**src/wast_pkg.sv**
```systemverilog
// Weekly alarm schedule table: shared types, field widths, command codes, time key.
// No dependencies; every other file in src but wast_ram imports it.
package wast_pkg;

   localparam int CMD_W  = 2;
   localparam int DAY_W  = 3;
   localparam int HOUR_W = 5;
   localparam int MIN_W  = 6;
   localparam int THR_W  = 8;
   localparam int KEY_W  = 12;
   localparam int DIFF_W = KEY_W + 1;

   localparam logic [CMD_W-1:0] CMD_TICK   = 2'd0;
   localparam logic [CMD_W-1:0] CMD_CREATE = 2'd1;
   localparam logic [CMD_W-1:0] CMD_DELETE = 2'd2;

   localparam logic [KEY_W-1:0] NO_NEXT_LIMIT   = 12'd2359;
   localparam logic [KEY_W-1:0] HOUR_SCALE      = 12'd100;
   localparam logic [THR_W-1:0] RESET_THRESHOLD = 8'd25;

   typedef struct packed {
      logic [CMD_W-1:0]  command;
      logic [DAY_W-1:0]  day_of_week;
      logic [HOUR_W-1:0] hour;
      logic [MIN_W-1:0]  minute;
      logic [THR_W-1:0]  threshold;
      logic              enable;
      logic              repeat_flag;
      logic              relay_flag;
   } req_type;

   typedef struct packed {
      logic [DAY_W-1:0]  day;
      logic [HOUR_W-1:0] hour;
      logic [MIN_W-1:0]  minute;
      logic [THR_W-1:0]  threshold;
      logic              active;
      logic              repeat_flag;
      logic              relay_flag;
   } entry_type;

   typedef struct packed {
      logic [DAY_W-1:0]  day;
      logic [HOUR_W-1:0] hour;
      logic [MIN_W-1:0]  minute;
      logic [THR_W-1:0]  threshold;
      logic              repeat_flag;
      logic              relay_flag;
   } sched_type;

   typedef struct packed {
      logic              fired;
      sched_type         cur;
      logic              next_found;
      logic [HOUR_W-1:0] next_hour;
      logic [MIN_W-1:0]  next_minute;
      logic              status;
   } rsp_type;

   typedef struct packed {
      logic start;
      logic rd_en;
      logic eval_en;
      logic commit;
   } cmd_type;

   typedef struct packed {
      logic rsp_free;
   } stat_type;

   function automatic logic [KEY_W-1:0] time_key(input logic [HOUR_W-1:0] h,
                                                 input logic [MIN_W-1:0] m);
      return KEY_W'(h) * HOUR_SCALE + KEY_W'(m);
   endfunction

endpackage

```
**src/wast_ifs.sv**
```systemverilog
// Weekly alarm schedule table: request and response channel interfaces.
// Depends on wast_pkg for field widths.
interface wast_req_if import wast_pkg::*; ();
   logic              valid;
   logic              ready;
   logic [CMD_W-1:0]  command;
   logic [DAY_W-1:0]  day_of_week;
   logic [HOUR_W-1:0] hour;
   logic [MIN_W-1:0]  minute;
   logic [THR_W-1:0]  threshold;
   logic              enable;
   logic              repeat_flag;
   logic              relay_flag;

   modport source (output valid, command, day_of_week, hour, minute, threshold, enable,
                   repeat_flag, relay_flag, input ready);
   modport sink (input valid, command, day_of_week, hour, minute, threshold, enable,
                 repeat_flag, relay_flag, output ready);
endinterface

interface wast_rsp_if import wast_pkg::*; ();
   logic              valid;
   logic              ready;
   logic              fired;
   logic [DAY_W-1:0]  cur_day;
   logic [HOUR_W-1:0] cur_hour;
   logic [MIN_W-1:0]  cur_minute;
   logic [THR_W-1:0]  cur_threshold;
   logic              cur_repeat;
   logic              cur_relay;
   logic              next_found;
   logic [HOUR_W-1:0] next_hour;
   logic [MIN_W-1:0]  next_minute;
   logic              status;

   modport source (output valid, fired, cur_day, cur_hour, cur_minute, cur_threshold,
                   cur_repeat, cur_relay, next_found, next_hour, next_minute, status,
                   input ready);
   modport sink (input valid, fired, cur_day, cur_hour, cur_minute, cur_threshold,
                 cur_repeat, cur_relay, next_found, next_hour, next_minute, status,
                 output ready);
endinterface

```
**src/wast_ram.sv**
```systemverilog
// Weekly alarm schedule table: generic single-write, single-read RAM, registered read.
// No dependencies.
module wast_ram #(
   parameter int WIDTH = 25,
   parameter int DEPTH = 8,
   localparam int AW = (DEPTH > 1) ? $clog2(DEPTH) : 1
) (
   input  logic             clock,
   input  logic             wr_en,
   input  logic [AW-1:0]    wr_addr,
   input  logic [WIDTH-1:0] wr_data,
   input  logic             rd_en,
   input  logic [AW-1:0]    rd_addr,
   output logic [WIDTH-1:0] rd_data
);

   logic [WIDTH-1:0] mem_ff [DEPTH];
   logic [WIDTH-1:0] rd_data_ff;

   always_ff @(posedge clock) begin
      if (wr_en) begin
         mem_ff[wr_addr] <= wr_data;
      end
      if (rd_en) begin
         rd_data_ff <= mem_ff[rd_addr];
      end
   end

   assign rd_data = rd_data_ff;

endmodule

```
**src/wast_ctrl.sv**
```systemverilog
// Weekly alarm schedule table: controller, one table entry read per scan cycle.
// Depends on wast_pkg; drives the datapath through cmd_type.
module wast_ctrl import wast_pkg::*; #(
   parameter int ENTRY_COUNT = 8,
   localparam int IDX_W = (ENTRY_COUNT > 1) ? $clog2(ENTRY_COUNT) : 1
) (
   input  logic             clock,
   input  logic             reset,
   input  logic             req_valid,
   output logic             req_ready,
   input  stat_type         stat,
   output cmd_type          cmd,
   output logic [IDX_W-1:0] rd_addr,
   output logic [IDX_W-1:0] eval_idx
);

   localparam logic [1:0] ST_IDLE   = 2'd0;
   localparam logic [1:0] ST_SCAN   = 2'd1;
   localparam logic [1:0] ST_LAST   = 2'd2;
   localparam logic [1:0] ST_COMMIT = 2'd3;
   localparam logic [IDX_W-1:0] LAST_IDX = IDX_W'(ENTRY_COUNT - 1);

   logic [1:0]       state_ff, state_in;
   logic [IDX_W-1:0] addr_ff, addr_in;
   logic             eval_en_ff, eval_en_in;
   logic [IDX_W-1:0] eval_idx_ff, eval_idx_in;

   always_comb begin
      state_in    = state_ff;
      addr_in     = addr_ff;
      cmd         = '0;
      req_ready   = (state_ff == ST_IDLE);
      case (state_ff)
         ST_IDLE: begin
            if (req_valid) begin
               cmd.start = 1'b1;
               addr_in   = '0;
               state_in  = ST_SCAN;
            end
         end
         ST_SCAN: begin
            cmd.rd_en = 1'b1;
            if (addr_ff == LAST_IDX) begin
               state_in = ST_LAST;
            end else begin
               addr_in = addr_ff + 1'b1;
            end
         end
         ST_LAST: begin
            state_in = ST_COMMIT;
         end
         ST_COMMIT: begin
            if (stat.rsp_free) begin
               cmd.commit = 1'b1;
               state_in   = ST_IDLE;
            end
         end
         default: begin
            state_in = ST_IDLE;
         end
      endcase
      cmd.eval_en = eval_en_ff;
      eval_en_in  = cmd.rd_en;
      eval_idx_in = addr_ff;
   end

   always_ff @(posedge clock) begin
      if (reset) begin
         state_ff    <= ST_IDLE;
         addr_ff     <= '0;
         eval_en_ff  <= 1'b0;
         eval_idx_ff <= '0;
      end else begin
         state_ff    <= state_in;
         addr_ff     <= addr_in;
         eval_en_ff  <= eval_en_in;
         eval_idx_ff <= eval_idx_in;
      end
   end

   assign rd_addr  = addr_ff;
   assign eval_idx = eval_idx_ff;

   a_start_to_scan: assert property (@(posedge clock) disable iff (reset)
      cmd.start |=> (state_ff == ST_SCAN) && (addr_ff == '0))
      else $error("scan did not start at entry zero");

   a_commit_to_idle: assert property (@(posedge clock) disable iff (reset)
      cmd.commit |=> (state_ff == ST_IDLE) && !eval_en_ff)
      else $error("commit left scan activity behind");

   a_eval_follows_read: assert property (@(posedge clock) disable iff (reset)
      cmd.rd_en |=> eval_en_ff && (eval_idx_ff == $past(addr_ff)))
      else $error("evaluation index does not follow read address");

endmodule

```
**src/wast_dp.sv**
```systemverilog
// Weekly alarm schedule table: datapath with entry RAM, valid bits, scan trackers,
// current schedule and response register. Depends on wast_pkg and wast_ram.
module wast_dp import wast_pkg::*; #(
   parameter int ENTRY_COUNT = 8,
   localparam int IDX_W = (ENTRY_COUNT > 1) ? $clog2(ENTRY_COUNT) : 1
) (
   input  logic             clock,
   input  logic             reset,
   input  cmd_type          cmd,
   input  logic [IDX_W-1:0] rd_addr,
   input  logic [IDX_W-1:0] eval_idx,
   input  req_type          req_in,
   output stat_type         stat,
   output logic             rsp_valid,
   input  logic             rsp_ready,
   output rsp_type          rsp_out
);

   localparam int ENTRY_W = $bits(entry_type);

   req_type          req_ff;
   logic [ENTRY_COUNT-1:0] valid_ff, valid_in;
   logic             best_found_ff;
   logic [IDX_W-1:0] best_idx_ff;
   logic [KEY_W-1:0] best_diff_ff;
   entry_type        best_ff;
   logic             match_found_ff;
   logic [IDX_W-1:0] match_idx_ff;
   logic             free_found_ff;
   logic [IDX_W-1:0] free_idx_ff;
   sched_type        cur_ff, cur_in;
   logic             rsp_valid_ff, rsp_valid_in;
   rsp_type          rsp_ff, rsp_in;

   logic             wr_en;
   logic [IDX_W-1:0] wr_addr;
   entry_type        wr_data;
   entry_type        rd_data;
   logic [ENTRY_W-1:0] rd_word;

   logic [KEY_W-1:0]  now_key, ent_key;
   logic [DIFF_W-1:0] diff;
   logic              ent_valid, day_hit, tick_hit, time_hit, fire;

   wast_ram #(.WIDTH(ENTRY_W), .DEPTH(ENTRY_COUNT)) u_ram (
      .clock   (clock),
      .wr_en   (wr_en),
      .wr_addr (wr_addr),
      .wr_data (wr_data),
      .rd_en   (cmd.rd_en),
      .rd_addr (rd_addr),
      .rd_data (rd_word)
   );

   assign rd_data = rd_word;

   // per-entry evaluation
   always_comb begin
      now_key   = time_key(req_ff.hour, req_ff.minute);
      ent_key   = time_key(rd_data.hour, rd_data.minute);
      diff      = {1'b0, ent_key} - {1'b0, now_key};
      ent_valid = valid_ff[eval_idx];
      day_hit   = (rd_data.day == req_ff.day_of_week);
      tick_hit  = ent_valid && rd_data.active && day_hit && !diff[DIFF_W-1]
                  && (diff[KEY_W-1:0] < best_diff_ff);
      time_hit  = ent_valid && day_hit && (rd_data.hour == req_ff.hour)
                  && (rd_data.minute == req_ff.minute);
   end

   // commit of one word
   always_comb begin
      fire     = best_found_ff && (best_diff_ff == '0);
      cur_in   = cur_ff;
      valid_in = valid_ff;
      wr_en    = 1'b0;
      wr_addr  = best_idx_ff;
      wr_data  = best_ff;
      wr_data.active = 1'b0;
      rsp_in   = '0;
      if (cmd.commit) begin
         case (req_ff.command)
            CMD_TICK: begin
               rsp_in.next_found = best_found_ff;
               if (best_found_ff) begin
                  rsp_in.next_hour   = best_ff.hour;
                  rsp_in.next_minute = best_ff.minute;
               end
               if (fire) begin
                  rsp_in.fired       = 1'b1;
                  cur_in.day         = best_ff.day;
                  cur_in.hour        = best_ff.hour;
                  cur_in.minute      = best_ff.minute;
                  cur_in.threshold   = best_ff.threshold;
                  cur_in.repeat_flag = best_ff.repeat_flag;
                  cur_in.relay_flag  = best_ff.relay_flag;
                  wr_en              = !best_ff.repeat_flag;
               end
            end
            CMD_CREATE: begin
               if (match_found_ff || free_found_ff) begin
                  wr_en               = 1'b1;
                  wr_addr             = match_found_ff ? match_idx_ff : free_idx_ff;
                  wr_data.day         = req_ff.day_of_week;
                  wr_data.hour        = req_ff.hour;
                  wr_data.minute      = req_ff.minute;
                  wr_data.threshold   = req_ff.threshold;
                  wr_data.active      = req_ff.enable;
                  wr_data.repeat_flag = req_ff.repeat_flag;
                  wr_data.relay_flag  = req_ff.relay_flag;
                  valid_in[wr_addr]   = 1'b1;
               end else begin
                  rsp_in.status = 1'b1;
               end
            end
            CMD_DELETE: begin
               if (match_found_ff) begin
                  valid_in[match_idx_ff] = 1'b0;
               end
            end
            default: begin
            end
         endcase
      end
      rsp_in.cur   = cur_in;
      rsp_valid_in = cmd.commit ? 1'b1 : (rsp_ready ? 1'b0 : rsp_valid_ff);
   end

   always_ff @(posedge clock) begin
      if (reset) begin
         valid_ff     <= '0;
         rsp_valid_ff <= 1'b0;
         cur_ff       <= '{day: '0, hour: '0, minute: '0, threshold: RESET_THRESHOLD,
                           repeat_flag: 1'b1, relay_flag: 1'b0};
      end else begin
         valid_ff     <= valid_in;
         rsp_valid_ff <= rsp_valid_in;
         cur_ff       <= cur_in;
      end
   end

   always_ff @(posedge clock) begin
      if (cmd.start) begin
         req_ff         <= req_in;
         best_found_ff  <= 1'b0;
         best_diff_ff   <= NO_NEXT_LIMIT;
         match_found_ff <= 1'b0;
         free_found_ff  <= 1'b0;
      end else if (cmd.eval_en) begin
         if (tick_hit) begin
            best_found_ff <= 1'b1;
            best_idx_ff   <= eval_idx;
            best_diff_ff  <= diff[KEY_W-1:0];
            best_ff       <= rd_data;
         end
         if (time_hit && !match_found_ff) begin
            match_found_ff <= 1'b1;
            match_idx_ff   <= eval_idx;
         end
         if (!ent_valid && !free_found_ff) begin
            free_found_ff <= 1'b1;
            free_idx_ff   <= eval_idx;
         end
      end
      if (cmd.commit) begin
         rsp_ff <= rsp_in;
      end
   end

   assign stat.rsp_free = !rsp_valid_ff || rsp_ready;
   assign rsp_valid     = rsp_valid_ff;
   assign rsp_out       = rsp_ff;

   a_full_means_all_valid: assert property (@(posedge clock) disable iff (reset)
      (cmd.commit && (req_ff.command == CMD_CREATE) && !match_found_ff && !free_found_ff)
      |-> (&valid_ff))
      else $error("create dropped while a slot was free");

   a_fired_matches_next: assert property (@(posedge clock) disable iff (reset)
      (rsp_valid_ff && rsp_ff.fired) |-> (rsp_ff.next_found
         && (rsp_ff.next_hour == rsp_ff.cur.hour) && (rsp_ff.next_minute == rsp_ff.cur.minute)))
      else $error("fired word disagrees with next entry");

   a_status_excludes_tick: assert property (@(posedge clock) disable iff (reset)
      (rsp_valid_ff && rsp_ff.status) |-> (!rsp_ff.fired && !rsp_ff.next_found))
      else $error("full status on a tick word");

endmodule

```
**src/weekly_alarm_schedule_table_top.sv**
```systemverilog
// Weekly alarm schedule table: top level joining controller and datapath.
// Depends on wast_pkg, wast_ifs, wast_ctrl, wast_dp (and wast_ram below it).
//
//   channel   dir  handshake     word
//   req_chan  in   valid/ready   command, day/time, threshold, enable, repeat, relay
//   rsp_chan  out  valid/ready   fired, current schedule, next entry, status
//
// Each word scans the whole table, one entry RAM read per cycle, then passes an
// evaluate step for the last entry and a commit step that waits for a free response.
// Reset clears all valid bits and loads the default current schedule at once.
// A finished word waits in the response register; the next request is taken
// meanwhile and only its commit stalls until the response is taken.
module weekly_alarm_schedule_table_top import wast_pkg::*; #(
   parameter int ENTRY_COUNT = 8
) (
   input logic            clock,
   input logic            reset,
   wast_req_if.sink       req_chan,
   wast_rsp_if.source     rsp_chan
);

   localparam int IDX_W = (ENTRY_COUNT > 1) ? $clog2(ENTRY_COUNT) : 1;

   cmd_type          cmd;
   stat_type         stat;
   logic [IDX_W-1:0] rd_addr;
   logic [IDX_W-1:0] eval_idx;
   req_type          req_word;
   rsp_type          rsp_word;

   assign req_word = '{command: req_chan.command, day_of_week: req_chan.day_of_week,
                       hour: req_chan.hour, minute: req_chan.minute,
                       threshold: req_chan.threshold, enable: req_chan.enable,
                       repeat_flag: req_chan.repeat_flag, relay_flag: req_chan.relay_flag};

   wast_ctrl #(.ENTRY_COUNT(ENTRY_COUNT)) u_ctrl (
      .clock     (clock),
      .reset     (reset),
      .req_valid (req_chan.valid),
      .req_ready (req_chan.ready),
      .stat      (stat),
      .cmd       (cmd),
      .rd_addr   (rd_addr),
      .eval_idx  (eval_idx)
   );

   wast_dp #(.ENTRY_COUNT(ENTRY_COUNT)) u_dp (
      .clock     (clock),
      .reset     (reset),
      .cmd       (cmd),
      .rd_addr   (rd_addr),
      .eval_idx  (eval_idx),
      .req_in    (req_word),
      .stat      (stat),
      .rsp_valid (rsp_chan.valid),
      .rsp_ready (rsp_chan.ready),
      .rsp_out   (rsp_word)
   );

   assign rsp_chan.fired         = rsp_word.fired;
   assign rsp_chan.cur_day       = rsp_word.cur.day;
   assign rsp_chan.cur_hour      = rsp_word.cur.hour;
   assign rsp_chan.cur_minute    = rsp_word.cur.minute;
   assign rsp_chan.cur_threshold = rsp_word.cur.threshold;
   assign rsp_chan.cur_repeat    = rsp_word.cur.repeat_flag;
   assign rsp_chan.cur_relay     = rsp_word.cur.relay_flag;
   assign rsp_chan.next_found    = rsp_word.next_found;
   assign rsp_chan.next_hour     = rsp_word.next_hour;
   assign rsp_chan.next_minute   = rsp_word.next_minute;
   assign rsp_chan.status        = rsp_word.status;

endmodule
```
**src/flat_wrapper.sv**
```systemverilog
// flat-port wrapper written by rule: the top's interface ports become plain ports
module weekly_alarm_schedule_table_top_flat import wast_pkg::*;
#(
   parameter int ENTRY_COUNT = 8
)
  (clock, reset, req_chan_valid, req_chan_command, req_chan_day_of_week, req_chan_hour, req_chan_minute, req_chan_threshold, req_chan_enable, req_chan_repeat_flag, req_chan_relay_flag, req_chan_ready, rsp_chan_valid, rsp_chan_fired, rsp_chan_cur_day, rsp_chan_cur_hour, rsp_chan_cur_minute, rsp_chan_cur_threshold, rsp_chan_cur_repeat, rsp_chan_cur_relay, rsp_chan_next_found, rsp_chan_next_hour, rsp_chan_next_minute, rsp_chan_status, rsp_chan_ready);
  wast_req_if req_chan_i ();
  wast_rsp_if rsp_chan_i ();
  input logic clock;
  input logic reset;
  input wire logic [$bits(req_chan_i.valid)-1:0] req_chan_valid;
  input wire logic [$bits(req_chan_i.command)-1:0] req_chan_command;
  input wire logic [$bits(req_chan_i.day_of_week)-1:0] req_chan_day_of_week;
  input wire logic [$bits(req_chan_i.hour)-1:0] req_chan_hour;
  input wire logic [$bits(req_chan_i.minute)-1:0] req_chan_minute;
  input wire logic [$bits(req_chan_i.threshold)-1:0] req_chan_threshold;
  input wire logic [$bits(req_chan_i.enable)-1:0] req_chan_enable;
  input wire logic [$bits(req_chan_i.repeat_flag)-1:0] req_chan_repeat_flag;
  input wire logic [$bits(req_chan_i.relay_flag)-1:0] req_chan_relay_flag;
  output wire logic [$bits(req_chan_i.ready)-1:0] req_chan_ready;
  output wire logic [$bits(rsp_chan_i.valid)-1:0] rsp_chan_valid;
  output wire logic [$bits(rsp_chan_i.fired)-1:0] rsp_chan_fired;
  output wire logic [$bits(rsp_chan_i.cur_day)-1:0] rsp_chan_cur_day;
  output wire logic [$bits(rsp_chan_i.cur_hour)-1:0] rsp_chan_cur_hour;
  output wire logic [$bits(rsp_chan_i.cur_minute)-1:0] rsp_chan_cur_minute;
  output wire logic [$bits(rsp_chan_i.cur_threshold)-1:0] rsp_chan_cur_threshold;
  output wire logic [$bits(rsp_chan_i.cur_repeat)-1:0] rsp_chan_cur_repeat;
  output wire logic [$bits(rsp_chan_i.cur_relay)-1:0] rsp_chan_cur_relay;
  output wire logic [$bits(rsp_chan_i.next_found)-1:0] rsp_chan_next_found;
  output wire logic [$bits(rsp_chan_i.next_hour)-1:0] rsp_chan_next_hour;
  output wire logic [$bits(rsp_chan_i.next_minute)-1:0] rsp_chan_next_minute;
  output wire logic [$bits(rsp_chan_i.status)-1:0] rsp_chan_status;
  input wire logic [$bits(rsp_chan_i.ready)-1:0] rsp_chan_ready;
  assign req_chan_i.valid = req_chan_valid;
  assign req_chan_i.command = req_chan_command;
  assign req_chan_i.day_of_week = req_chan_day_of_week;
  assign req_chan_i.hour = req_chan_hour;
  assign req_chan_i.minute = req_chan_minute;
  assign req_chan_i.threshold = req_chan_threshold;
  assign req_chan_i.enable = req_chan_enable;
  assign req_chan_i.repeat_flag = req_chan_repeat_flag;
  assign req_chan_i.relay_flag = req_chan_relay_flag;
  assign req_chan_ready = req_chan_i.ready;
  assign rsp_chan_valid = rsp_chan_i.valid;
  assign rsp_chan_fired = rsp_chan_i.fired;
  assign rsp_chan_cur_day = rsp_chan_i.cur_day;
  assign rsp_chan_cur_hour = rsp_chan_i.cur_hour;
  assign rsp_chan_cur_minute = rsp_chan_i.cur_minute;
  assign rsp_chan_cur_threshold = rsp_chan_i.cur_threshold;
  assign rsp_chan_cur_repeat = rsp_chan_i.cur_repeat;
  assign rsp_chan_cur_relay = rsp_chan_i.cur_relay;
  assign rsp_chan_next_found = rsp_chan_i.next_found;
  assign rsp_chan_next_hour = rsp_chan_i.next_hour;
  assign rsp_chan_next_minute = rsp_chan_i.next_minute;
  assign rsp_chan_status = rsp_chan_i.status;
  assign rsp_chan_i.ready = rsp_chan_ready;
  weekly_alarm_schedule_table_top #(.ENTRY_COUNT(ENTRY_COUNT)) u_core (.clock(clock), .reset(reset), .req_chan(req_chan_i), .rsp_chan(rsp_chan_i));
endmodule
```
**config.mk**
```make
export PLATFORM = sky130hd
export DESIGN_NAME = weekly_alarm_schedule_table_top_flat
export DESIGN_NICKNAME = d
export VERILOG_FILES = /design/src/wast_pkg.sv /design/src/wast_ifs.sv /design/src/wast_ram.sv /design/src/wast_ctrl.sv /design/src/wast_dp.sv /design/src/weekly_alarm_schedule_table_top.sv /design/src/flat_wrapper.sv
export SDC_FILE = /design/constraint.sdc
export NUM_CORES = 1
export LEC_CHECK = 0
export BUFFER_PORTS_ARGS = -buffer_cell sky130_fd_sc_hd__buf_2
export CELL_PAD_IN_SITES_DETAIL_PLACEMENT = 1
export CELL_PAD_IN_SITES_GLOBAL_PLACEMENT = 1
export CORE_ASPECT_RATIO = 2
export CORE_UTILIZATION = 55
export DETAILED_ROUTE_END_ITERATION = 7
export GPL_ROUTABILITY_DRIVEN = 0
export PLACE_DENSITY = 0.85
export SYNTH_ARGS = -nofsm -noshare
export SYNTH_HDL_FRONTEND = slang
export SYNTH_SLANG_ARGS = --single-unit
export TNS_END_PERCENT = 100
```
**constraint.sdc**
```tcl
create_clock -name clock -period 16.45 [get_ports clock]
set_input_delay 3.29 -clock clock [delete_from_list [all_inputs] [get_ports clock]]
set_output_delay 3.29 -clock clock [all_outputs]
set_load 0.005 [all_outputs]
```
==> results of run 1 <==
[routing by layer]
layer	GRT usage [%]	share of wire, %	vias to the layer above
met3	3.32	3.2	124
li1	-	-	3977
met1	29.7	34	4643
met2	51.0	56	255
met4	17.2	6.5	0
met5	0	0	-
[worst reg2reg max path, delay by kind of cell, from the launching register on]
family | cells | cell delay (ps)
compound gates | 6 | 1500
xor+xnor | 2 | 570
fa+ha+maj | 6 | 2080
buf+inv | 1 | 310
flops | 1 | 530
simple gates | 7 | 1270
[registers in the layout, summed over array words and instances, names as in the netlist, 3 cells and up]
register / cells
u_core.u_dp.req_ff: 27
u_core.u_dp.cur_ff: 24
u_core.u_dp.free_idx_ff: 3
u_core.u_ctrl.eval_idx: 3
u_core.u_dp.u_ram.mem_ff: 200
u_core.u_dp.best_idx_ff: 3
u_core.u_dp.u_ram.rd_data: 25
u_core.u_ctrl.rd_addr: 3
u_core.u_dp.valid_ff: 8
u_core.u_dp.match_idx_ff: 3
u_core.u_dp.best_ff: 24
u_core.u_dp.rsp_out: 38
u_core.u_dp.best_diff_ff: 12
[worst min path at each step]
stage,startpoint,slack [ps],cells past startpoint,end
after floorplan,u_core.u_dp.u_ram.rd_data[0]$_DFFE_PP_,400,0,u_core.u_dp.best_ff[0]$_DFFE_PP_
after global placement,u_core.u_dp.u_ram.rd_data[9]$_DFFE_PP_,400,0,u_core.u_dp.best_ff[9]$_DFFE_PP_
after detailed placement,u_core.u_dp.u_ram.rd_data[9]$_DFFE_PP_,410,0,u_core.u_dp.best_ff[9]$_DFFE_PP_
after CTS,u_core.u_dp.u_ram.rd_data[9]$_DFFE_PP_,420,0,u_core.u_dp.best_ff[9]$_DFFE_PP_
after global routing,u_core.u_dp.u_ram.rd_data[9]$_DFFE_PP_,430,0,u_core.u_dp.best_ff[9]$_DFFE_PP_
final,u_core.u_dp.u_ram.rd_data[9]$_DFFE_PP_,420,0,u_core.u_dp.best_ff[9]$_DFFE_PP_
[synthesized netlist by cell type (23+ instances only)]
master and number:
inv_1 48, edfxtp_1 323, and2_1 34, xnor2_1 26
nand2_1 42, a21oi_1 23, mux4_2 52, ha_1 70
dfxtp_1 57, nor2_1 51, clkbuf_1 24, mux2_2 69
[where the power goes]
group / switching [W] / internal [W] / total, W
clock: 0.000359 / 0.000436 / 0.000794
sequential: 0.0000471 / 0.00111 / 0.00115
combinational: 0.000870 / 0.000565 / 0.00143
total: 0.00128 / 0.00211 / 0.00338
[layout make-up]
cell class / instances / area, µm² / share of cell area [%]
sequential: 380 / 10800 / 59.9
clock buffer: 47 / 931 / 5.14
tap: 360 / 450 / 2.49
clock inverter: 15 / 160 / 0.884
timing repair buffer: 80 / 425 / 2.35
multi-input combinational: 542 / 5120 / 28.3
inverter: 49 / 184 / 1.01
[metrics by stage]
stage          std cells  utilization (%)  worst slack (ps)  instance area (µm²)  power, W
2_1_floorplan       1005                -              7090                16200   0.00220
3_3_place_gp        1411             58.8             10160                17000   0.00255
3_5_place_dp        1411             58.8              9980                17000   0.00261
4_1_cts             1473             62.6             10150                18100   0.00341
5_1_grt             1473             62.6              9840                18100   0.00357
6_report            1473             62.6             10080                18100   0.00338
[layout by cell type, fill, tap and decap left out, drive strengths merged, types with 3 or more instances in the layout]
master  instances
and2           34
nand2          42
a211o           3
nand3b          3
a31oi           8
o211ai          5
a21o           13
o311ai          3
nor4            6
o21ai          22
a32o            4
fa              5
a21oi          23
dfxtp          57
mux4           52
nand2b         14
or4             3
xor2           18
nand3           6
ha             70
mux2i           8
inv            51
nand4           5
mux2           69
edfxtp        323
buf            80
xnor2          26
and3            3
nor2b          14
clkinv         10
nor3            7
clkbuf         47
nor2           51
[cell families (layout without fill, tap and decap cells)]
group | after synthesis | after routing
xor+xnor | 44 | 44
simple gates | 194 | 194
flops | 380 | 380
compound gates | 100 | 100
buf+inv | 83 | 191
mux | 129 | 129
fa+ha+maj | 75 | 75
==> metrics, run 1 <==
Compound-Gate Fraction of Synth Area=4.21%; # rows=88; CTS tree=done; crit path max fanout=20; Largest stage delay, worst path=560 ps; final setup vio count=0; Final nets=1194; pwr dens=187 nW/µm²; Critical path destination=u_core.u_dp.best_diff_ff[8]$_SDFFE_PP1P_; core footprint=29000 µm²; Yosys top cell area share=59.7%; initial antenna violation count=0; via count=8999; Synth cell types=56; syn_area_per_cell=16.2 µm²; final WL=39500 µm; synth warn=0; Critical path buffers and inverters=1; 1st-pass router iterations=4; Initial Util=56.1%; Clock Skew=18.9 ps; RSZ-0062 raised after global routing=false; area leader, netlist=edfxtp_1; leak pwr=6.45 nW; Filler Cell Count=roughly 2600; Synth Cell Area=16200 µm²; CTS buffer count=35; Port Buffers=70; die footprint=30300 µm²; chip width=123 µm; global route overflow=0; Post-synth EDFFs=between 300 and 400; cell count after synthesis=roughly 1000; Final Hold Viols=0; worst setup path class=reg2reg; CTS H-tree depth=2; Final ANT Viol Nets=0; drt drc=0; top cells by area, synth=edfxtp_1 (60%), mux4_2 (7.2%), dfxtp_1 (7.0%); Syn Nets=1111; Final Max Tran Viols=0; most used cell, CP=ha_1; area share of fa/ha/maj cells after synthesis=6.01%; Worst path top cell family by delay=adder cells; area share of and/or/nand/nor cells after synthesis=6.05%; crit path from=u_core.u_dp.u_ram.rd_data[18]$_DFFE_PP_; Routed WL per cell=26.8 µm; layout cells sized above 1=24.3%; outcome=finished, final reports clean; DIE HEIGHT=around 240 µm; clk sinks=380; final worst path period need=approximately 6400 ps; dpl hpwl=between 20000 and 30000 µm; Reg-to-Reg Start=u_core.u_dp.u_ram.rd_data[18]$_DFFE_PP_; WHS=roughly 420 ps; Worst-path clk slew=70 ps; vias in the first global route=just over 10000; hold buffer count at CTS=0; post-CTS setup buffer count=0; hold crit path type=reg2reg; total track usage=27.9%; crit-path cells=ha_1 -> ha_1 -> ha_1 -> fa_1 -> xor2_1 -> nand2_1 -> nor2_1 -> nand2_1 -> xnor2_1 -> ha_1 -> nand4_1 -> o41ai_1 -> a211o_1 -> a311oi_1 -> ha_1 -> nand4_1 -> o2111ai_1 -> or4_1 -> a2111oi_4 -> buf_4 -> nor2_1 -> a211o_1; top_reg_cell synth=edfxtp_1; Via density=around 6.1; Reg2Reg Depth=22; final worst-path cycle share=38.7%; area grow syn2layout=11.6%; worst-margin pin slew=1250 ps; later-pin clock latency in the skew report=540 ps; largest net degree at the start of global routing=52; IO Pins=slightly above 70; Post-CTS Resized=0; required time of the critical path=16860 ps; flop-to-flop setup slack=just over 10000 ps; MaxCap Viol Count=0; post-synthesis xor/xnor area fraction=2.37%; slowest cell on the critical path=or4_1; Root Buffer Master=clkbuf_16; multiplexer share of the synthesized area=12.5%; Seq cells post-synth=380; sequential area share after synthesis=around two thirds; main combinational cell family by area after synthesis=multiplexers; Setup crit end kind=flip-flop; crit path DAT=6790 ps; maximum vdd ir drop=0.141 mV; Antenna diodes=0; first-iteration detailed-routing DRC count=502; Max Buffers Root-to-Sink=3; FFs w/ async S/R, synth=0%; Max-slew headroom=15.8%; crit start category=flip-flop; first-pass GRT wire length=60200 µm; setup tns final=0 ps; Crit path depth=22; fmax=157 MHz; Critical R2R Capture=u_core.u_dp.best_diff_ff[8]$_SDFFE_PP1P_
Power figures use the tool's default switching activity.
==> inputs of run 2 (changes only) <==
Settings changed: CORE_UTILIZATION 55 to 48, PLACE_DENSITY 0.85 to 0.79.
Clock period 16.45 ns to 5.7 ns, I/O delays scaled along.
==> metrics, run 2 (same netlist as run 1, synthesis figures left out) <==
Root Buffer Master=clkbuf_16; dpl hpwl=26100 µm (-0.65%); Max-slew headroom=28.0% (+12 points); hold crit path type=reg2reg; final worst path period need=5660 ps (-715 ps); most common cell after layout, fill and taps aside=edfxtp_1; clk sinks=380 (unchanged); CTS buffer count=35 (unchanged); worst setup path class=reg2reg; cell area after placement=17300 µm² (+1.7%); drt drc=0 (unchanged); # rows=94 (+6.8%); Via density=5.70 (-6.7%); vias in the first global route=9873 (-3.1%); initial antenna violation count=0 (unchanged); CTS tree=done; Final ANT Viol Nets=0 (unchanged); first-pass GRT wire length=58600 µm (-2.6%); outcome=finished, final reports clean; Port Buffers=70 (unchanged); commonest non-fill, non-tap cells in the layout=edfxtp_1 (323), buf_2 (70), mux2_2 (69), ha_1 (57), dfxtp_1 (54); Final Hold Viols=0 (unchanged); crit path DAT=6060 ps (-730 ps); final WL=39500 µm (-0.11%); Clock Skew=16.2 ps (-2.75 ps); required time of the critical path=6100 ps (-10760 ps); pwr dens=568 nW/µm² (+200%); crit path max fanout=8 (-60%); largest reg by FF count=u_core.u_dp.u_ram.mem_ff; crit start category=flip-flop; largest net degree at the start of global routing=49 (-5.8%); fmax=177 MHz (+13%); Final nets=1227 (+2.8%); die footprint=34600 µm² (+14%); maximum vdd ir drop=0.429 mV (+200%); Filler Cell Count=3060 (+16%); global route overflow=0 (unchanged); total track usage=23.2% (-4.7 points); Setup crit end kind=flip-flop; 1st-pass router iterations=5 (+1); DIE HEIGHT=262 µm (+7.0%); CTS H-tree depth=2 (unchanged); Max Buffers Root-to-Sink=3 (unchanged); Finished Cell Area=18800 µm² (+3.7%); via count=9003 (+0.044%); MaxCap Viol Count=0 (unchanged); chip width=132 µm (+6.9%); layout cells sized above 1=30.3% (+6.0 points); Routed WL per cell=25.0 µm (-6.8%); first-iteration detailed-routing DRC count=438 (-13%); worst-margin pin slew=1070 ps (-183 ps); later-pin clock latency in the skew report=540 ps (about the same); Final Max Tran Viols=0 (unchanged); area grow syn2layout=15.8%; Antenna diodes=0 (unchanged); Power Total=0.0107 W (+220%); IO Pins=71 (unchanged); Worst-path clk slew=70 ps (about the same); number of flip-flops under the largest register name=200 (unchanged); leak pwr=6.65 nW (+3.1%); core footprint=33000 µm² (+14%); hold buffer count at CTS=0 (unchanged); Initial Util=49.1% (-6.9 points); final worst-path cycle share=99.2% (+61 points); final setup vio count=0 (unchanged)
## run 2: repair_timing
action,CTS,global route
pin swaps,1,23
setup buffers,0,8
resized for setup,1,49
setup endpoints to repair,3,40
## run 2: path summary, 6_finish.rpt
path / from / endpoint / slack [ps] / cells past startpoint
worst max-delay path: u_core.u_dp.req_ff[18]$_DFFE_PP_ / u_core.u_dp.best_diff_ff[0]$_SDFFE_PP1P_ / 40 / 22
worst min-delay path: u_core.u_dp.u_ram.rd_data[9]$_DFFE_PP_ / u_core.u_dp.best_ff[9]$_DFFE_PP_ / 420 / 0
worst max register to register: u_core.u_dp.req_ff[18]$_DFFE_PP_ / u_core.u_dp.best_diff_ff[0]$_SDFFE_PP1P_ / 40 / 22
worst min register to register: u_core.u_dp.u_ram.rd_data[9]$_DFFE_PP_ / u_core.u_dp.best_ff[9]$_DFFE_PP_ / 420 / 0
## run 2: per-layer routing
metal	global-route usage, %	up-vias	wire, µm
met5	0	-	0
met4	12.9	0	2090
met3	2.72	102	1350
met2	45.9	238	22800
met1	23.2	4616	13200
li1	-	4047	-
## run 2: metrics by stage
stage	TNS, ps	worst slack, ps	std cells	util, %	hold slack (ps)
after floorplan	0	176	1005	-	400
after global routing	-1610	-211	1579	56.9	431
after global placement	0	68.6	1508	52.4	402
final	0	43.3	1579	56.9	417
after CTS	0	92.7	1571	55.8	421
after detailed placement	-105	-78.5	1508	52.4	406
## run 2: final cells by class
type | instances | area (µm²) | area share, %
sequential | 380 | 10800 | 57.7
multi-input combinational | 542 | 5410 | 28.8
clock buffer | 44 | 940 | 5.00
timing repair buffer | 113 | 702 | 3.73
tap | 432 | 541 | 2.88
inverter | 49 | 184 | 0.978
clock inverter | 19 | 173 | 0.918
## run 2: critical path: stages, from the launching register on
cell	delay [ps]
edfxtp_1	450
ha_4	310
ha_4	200
ha_4	170
fa_2	430
xor2_2	200
nand2_1	130
nor2_1	160
xor2_1	200
ha_1	280
a21o_4	250
a31o_4	200
a21oi_2	130
o31ai_2	80
xnor2_1	250
ha_1	300
nand4_1	130
o2111ai_2	130
or4_4	580
a2111oi_4	440
buf_6	200
mux2i_2	210
nand2_1	70
## run 2: power by group
part           total, W  internal, W  leakage (nW)  switching (W)
sequential      0.00332      0.00319          3.43       0.000135
clock           0.00231      0.00128         0.534        0.00103
combinational   0.00505      0.00220          2.69        0.00285
total            0.0107      0.00666          6.65        0.00402
